File: src/rtl/tpq_pkg.sv
// shared types and constants for the two-class priority queue with key dedup
// no dependencies; used by tpq_row and the top level
`default_nettype none
package tpq_pkg;

  localparam int DEF_QUEUE_DEPTH  = 16;
  localparam int DEF_PAYLOAD_BITS = 64;

  localparam int FUNC_W = 3;
  localparam int STAT_W = 3;
  localparam int KEY_W  = 32;
  localparam int PAY_W  = 64;

  typedef enum logic [FUNC_W-1:0] {
    FUNC_ENQ_NORMAL = 3'd0,
    FUNC_ENQ_PREF   = 3'd1,
    FUNC_DEQUEUE    = 3'd2,
    FUNC_SEARCH     = 3'd3,
    FUNC_APP_NORMAL = 3'd4,
    FUNC_APP_PREF   = 3'd5
  } tpq_func_e;

  typedef enum logic [STAT_W-1:0] {
    STAT_OK       = 3'd0,
    STAT_DUP      = 3'd1,
    STAT_FULL     = 3'd2,
    STAT_EMPTY    = 3'd3,
    STAT_NOTFOUND = 3'd4
  } tpq_status_e;

  typedef enum logic [1:0] {
    ST_IDLE,
    ST_SCAN,
    ST_FINISH,
    ST_RESP
  } tpq_state_e;

  // per-row control, one set per queue
  typedef struct packed {
    logic rotate;     // every cell takes its neighbor toward the head
    logic wr_en;      // write the tail cell
    logic scan_clr;   // start a new search
    logic scan_en;    // compare the head cell this cycle
    logic cmp_valid;  // head cell holds a live entry
  } tpq_row_ctrl_t;

endpackage
`default_nettype wire

File: src/rtl/tpq_cell.sv
// one queue cell: a key and payload register that can load from its neighbor
// or from the tail write port; no dependencies
`default_nettype none
module tpq_cell #(
  parameter int PBITS = 64
) (
  input  wire logic             clk_i,
  input  wire logic             shift_i,
  input  wire logic [31:0]      nb_key_i,
  input  wire logic [PBITS-1:0] nb_pay_i,
  input  wire logic             wr_i,
  input  wire logic [31:0]      wr_key_i,
  input  wire logic [PBITS-1:0] wr_pay_i,
  output logic      [31:0]      key_o,
  output logic      [PBITS-1:0] pay_o
);

  logic [31:0]      key_q, key_d;
  logic [PBITS-1:0] pay_q, pay_d;

  always_comb begin
    key_d = key_q;
    pay_d = pay_q;
    priority if (wr_i) begin
      key_d = wr_key_i;
      pay_d = wr_pay_i;
    end else if (shift_i) begin
      key_d = nb_key_i;
      pay_d = nb_pay_i;
    end
  end

  always_ff @(posedge clk_i) begin
    key_q <= key_d;
    pay_q <= pay_d;
  end

  assign key_o = key_q;
  assign pay_o = pay_q;

endmodule
`default_nettype wire

File: src/rtl/tpq_row.sv
// one queue: a ring of tpq_cell with the head at cell 0 and a head comparator
// depends on tpq_pkg and tpq_cell
`default_nettype none
module tpq_row #(
  parameter int DEPTH = tpq_pkg::DEF_QUEUE_DEPTH,
  parameter int PBITS = tpq_pkg::DEF_PAYLOAD_BITS,
  parameter int IDX_W = (DEPTH > 1) ? $clog2(DEPTH) : 1
) (
  input  wire logic                   clk_i,
  input  wire logic                   rst_ni,
  input  wire tpq_pkg::tpq_row_ctrl_t ctrl_i,
  input  wire logic [IDX_W-1:0]       wr_idx_i,
  input  wire logic [31:0]            wr_key_i,
  input  wire logic [PBITS-1:0]       wr_pay_i,
  input  wire logic [31:0]            key_i,
  output logic      [31:0]            head_key_o,
  output logic      [PBITS-1:0]       head_pay_o,
  output logic                        found_o,
  output logic      [PBITS-1:0]       hit_pay_o
);

  logic [31:0]      key_w [DEPTH];
  logic [PBITS-1:0] pay_w [DEPTH];

  for (genvar i = 0; i < DEPTH; i++) begin : g_cell
    localparam int NXT = (i + 1) % DEPTH;
    logic wr_sel;
    assign wr_sel = ctrl_i.wr_en && (wr_idx_i == IDX_W'(i));
    tpq_cell #(.PBITS(PBITS)) u_cell (
      .clk_i    (clk_i),
      .shift_i  (ctrl_i.rotate),
      .nb_key_i (key_w[NXT]),
      .nb_pay_i (pay_w[NXT]),
      .wr_i     (wr_sel),
      .wr_key_i (wr_key_i),
      .wr_pay_i (wr_pay_i),
      .key_o    (key_w[i]),
      .pay_o    (pay_w[i])
    );
  end

  assign head_key_o = key_w[0];
  assign head_pay_o = pay_w[0];

  // first live match while the ring turns is the oldest one
  logic found_q, found_d;
  logic hit_new;
  logic [PBITS-1:0] hit_q;

  assign hit_new = ctrl_i.scan_en && ctrl_i.cmp_valid && !found_q && (key_w[0] == key_i);

  always_comb begin
    found_d = found_q;
    priority if (ctrl_i.scan_clr) begin
      found_d = 1'b0;
    end else if (hit_new) begin
      found_d = 1'b1;
    end
  end

  always_ff @(posedge clk_i or negedge rst_ni) begin
    if (!rst_ni) begin
      found_q <= 1'b0;
    end else begin
      found_q <= found_d;
    end
  end

  always_ff @(posedge clk_i) begin
    if (ctrl_i.scan_clr) begin
      hit_q <= '0;
    end else if (hit_new) begin
      hit_q <= pay_w[0];
    end
  end

  assign found_o   = found_q;
  assign hit_pay_o = hit_q;

endmodule
`default_nettype wire

File: config.mk
export PLATFORM = sky130hd
export DESIGN_NAME = tpq_row
export DESIGN_NICKNAME = d
export VERILOG_FILES = /design/src/rtl/tpq_pkg.sv /design/src/rtl/tpq_cell.sv /design/src/rtl/tpq_row.sv
export SDC_FILE = /design/constraint.sdc
export NUM_CORES = 2
export LEC_CHECK = 0
export BUFFER_PORTS_ARGS = -buffer_cell sky130_fd_sc_hd__buf_4
export CELL_PAD_IN_SITES_DETAIL_PLACEMENT = 1
export CELL_PAD_IN_SITES_GLOBAL_PLACEMENT = 1
export CORE_MARGIN = 5
export CORE_UTILIZATION = 30
export CTS_CLUSTER_DIAMETER = 30
export DETAILED_ROUTE_END_ITERATION = 10
export PLACE_DENSITY_LB_ADDON = 0.12
export SYNTH_ARGS = -nofsm -noshare
export SYNTH_HDL_FRONTEND = slang
export SYNTH_SLANG_ARGS = --single-unit
File: constraint.sdc
create_clock -name clk_i -period 3.14 [get_ports clk_i]
set_clock_uncertainty 0.15 [all_clocks]
set_input_delay 0.314 -clock clk_i [delete_from_list [all_inputs] [get_ports clk_i]]
set_output_delay 0.314 -clock clk_i [all_outputs]
set_load 0.01 [all_outputs]
==> flow_summary.json <==
{
  "status": "completed",
  "vias": 36353,
  "drv_slew": 0,
  "fp.dieH_um": 486.1,
  "p_sw_share_pct": 21.17,
  "synth_compound_gate_area_share_pct": 0.01472,
  "p_leak_nw": 32.09,
  "ys_types": 29,
  "wl_per_cell_um": 25.78,
  "synthAdderAreaFrac_pct": 0,
  "synth_xor_area_share_pct": 0.4121,
  "ir_drop_mv": 0.5041,
  "path_cells": "xor2_1 > nor4_1 > buf_4 > nand3_1 > nor4_4 > buf_12 > mux2i_1",
  "fin_crit_ns": 2.966,
  "grt_pass1_vias": 40703,
  "power.density_nw_per_um2": 801.9,
  "syn-num-nets": 3837,
  "firstDrtPassIters": 7,
  "start_util_pct": 30.21,
  "setup_ws_ns": 0.1745,
  "synth_area_um2": 68010,
  "path_delay_family": "simple AND/OR/NAND/NOR gates",
  "grt_overflow": 0,
  "cts_made_buffers": 444,
  "end_kind": "flip-flop",
  "final_hold_viol_count": 0,
  "clkSlewWorstSetupHoldPaths_ns": 0.04,
  "max-slew-margin-rel_pct": 35.01,
  "synth_async_sr_flop_share_pct": 0.06246,
  "layout-drive-gt1-share_pct": 50.46,
  "ios": 300,
  "rows": 174,
  "drc": 0,
  "clock.fmax_mhz": 337.2,
  "grt_setup_unrepaired": "false",
  "cp_max_fo": 29,
  "layout_commonest_cell": "edfxtp_1",
  "final_nets": 4534,
  "synth_area_per_cell_um2": 18.39,
  "drv_cap": 0,
  "root_buffer": "clkbuf_16",
  "worst-path-buf-inv": 2,
  "design.die.area_um2": 236300,
  "synth_top_family_by_area": "multiplexers",
  "viasPerCell": 4.687,
  "synth-seq-cells": 1601,
  "cts.path.max_buffers": 4,
  "p_switching_mw": 15.34,
  "cts_tree": "yes",
  "criticalPathCategory": "flip-flop to flip-flop",
  "coreArea_um2": 225100,
  "synth_edf_count": 1536,
  "cp_slowest_stage_delay_ns": 0.53,
  "synth_ff_type": "edfxtp_1",
  "slowest_stage": "edfxtp_1",
  "cp.required_ns": 3.81,
  "yosysSeqAreaShare_pct": 69.74,
  "p_int_mw": 57.12,
  "muxShareOfSynthArea_pct": 26.38,
  "grt_max_degree": 84,
  "grtUsageTotal_pct": 16.68,
  "dp_hpwl_um": 111200,
  "total_power_mw": 72.46,
  "comb_power_share_pct": 4.9,
  "place_inst": 6835,
  "min_path_type": "input pin to flip-flop",
  "synth-simple-area-share_pct": 1.632,
  "post-cts-setup-buffer-count": 0,
  "drt_iter0_markers": 2013,
  "tightest_slew_ns": 0.9749,
  "design_area_um2": 90360,
  "period_share_pct": 94.44,
  "layout_common_cells": "edfxtp_1 (1,536), mux2_2 (1,299), clkbuf_16 (452)",
  "port-buffer-count": 299,
  "ant_nets": 0,
  "worstSkewPairLatency_ns": 0.98,
  "grt_first_pass_wirelength_um": 291600,
  "power_frac_seq_pct": 35.6,
  "fin_cells": 7756,
  "synthCells": 3698,
  "worstPathArrival_ns": 3.63,
  "htree_levels": 5,
  "gp_routability_congestion": 0.7006,
  "antenna_found_initial": 19,
  "fin_util_pct": 40.14,
  "finalSetupViolations": 0,
  "pre_cts_ws_ns": -0.4312,
  "die_w_um": 486.1,
  "dpl_cell_area_um2": 74880,
  "p_clk_share_pct": 59.5,
  "yosys_warnings": 0,
  "startpoint_type": "flip-flop",
  "wirelength_um": 199900,
  "clock_sinks": 1601,
  "syn2layout_area_growth_pct": 32.87
}
[state kept, by name, summed over array words and instances, names as in the netlist]
name	cells
g_cell.u_cell.pay_o	1024
g_cell.u_cell.key_o	512
found_o	1
hit_pay_o	64
[worst paths after layout]
check / depth (start not counted) / endpoint / slack, ns / from
setup / recovery: 7 / hit_pay_o[25] / 0.17 / g_cell[0].u_cell.key_o[27]
max in group asynchronous: 4 / found_o / 2.16 / rst_ni
min in group asynchronous: 4 / found_o / 0.58 / rst_ni
setup reg to reg: 7 / hit_pay_o[25] / 0.17 / g_cell[0].u_cell.key_o[27]
hold / removal: 5 / g_cell[3].u_cell.pay_o[31] / 0.09 / wr_idx_i[2]
hold reg to reg: 1 / g_cell[8].u_cell.pay_o[50] / 0.28 / g_cell[9].u_cell.pay_o[50]
[stage by stage]
| stage | hold slack, ns | TNS [ns] |
|---|---|---|
| after floorplan | -0.1316 | 0 |
| after global placement | -0.05566 | -35.03 |
| after detailed placement | -0.05614 | -25.49 |
| after CTS | 0.01228 | 0 |
| after global routing | 0.03964 | 0 |
| final | 0.08525 | 0 |
[area by class of cell]
class	instances	area [µm²]
fillers	21825	134700
flip-flops and latches	1601	47430
multi-input cells	1813	19560
clock buffers	544	11790
repair buffers	535	5233
well taps	2992	3744
clock inverters	265	2594
diodes	6	15.01
[layer usage]
| layer | part of all wire [%] | wire length, µm | track usage [%] |
|---|---|---|---|
| met1 | 45 | 90750 | 22.03 |
| met2 | 48 | 95750 | 27.45 |
| met3 | 4.2 | 8394 | 3.402 |
| met4 | 2.5 | 5025 | 5.556 |
| met5 | 0.0065 | 13 | 0 |
[worst reg2reg max path: stages, from the launching register on]
cell	delay, ns
edfxtp_1	0.53
xor2_1	0.22
nor4_1	0.26
buf_4	0.16
nand3_1	0.41
nor4_4	0.48
buf_12	0.35
mux2i_1	0.31
[repair_timing]
action,CTS,global route
hold buffers,106,0
resized for setup,3,0
endpoints found under the setup margin,65,0
hold endpoints to repair,1564,0
[power by group through the flow]
stage | combinational (mW) | clock, mW | sequential, mW
6_report | 3.56 | 43.1 | 25.8
5_1_grt | 3.86 | 45.4 | 25.9
4_1_cts | 3.67 | 44.1 | 25.8
3_5_place_dp | 3.50 | 0 | 26.1
3_3_place_gp | 3.48 | 0 | 26.1
2_1_floorplan | 1.93 | 0 | 26.0
[cells in the mapped netlist, drive strengths merged (5+ instances only)]
library cell | n | area share [%]
edfxtp | 1536 | 68
buf | 102 | 0.82
or2 | 10 | 0.092
mux2i | 64 | 0.94
xnor2 | 5 | 0.064
dfxtp | 64 | 1.9
nand2b | 139 | 1.3
nor2 | 10 | 0.055
clkbuf | 182 | 1.0
xor2 | 27 | 0.35
mux2 | 1536 | 25
nor4 | 7 | 0.074
[cells by family after synthesis]
kind of cell	after synthesis
XOR/XNOR	32
multiplexers	1600
flip-flops	1601
AO/OA/AOI/OAI	1
buffers and inverters	284
AND/OR/NAND/NOR	180
No activity file was read; power rests on OpenSTA's default activity.
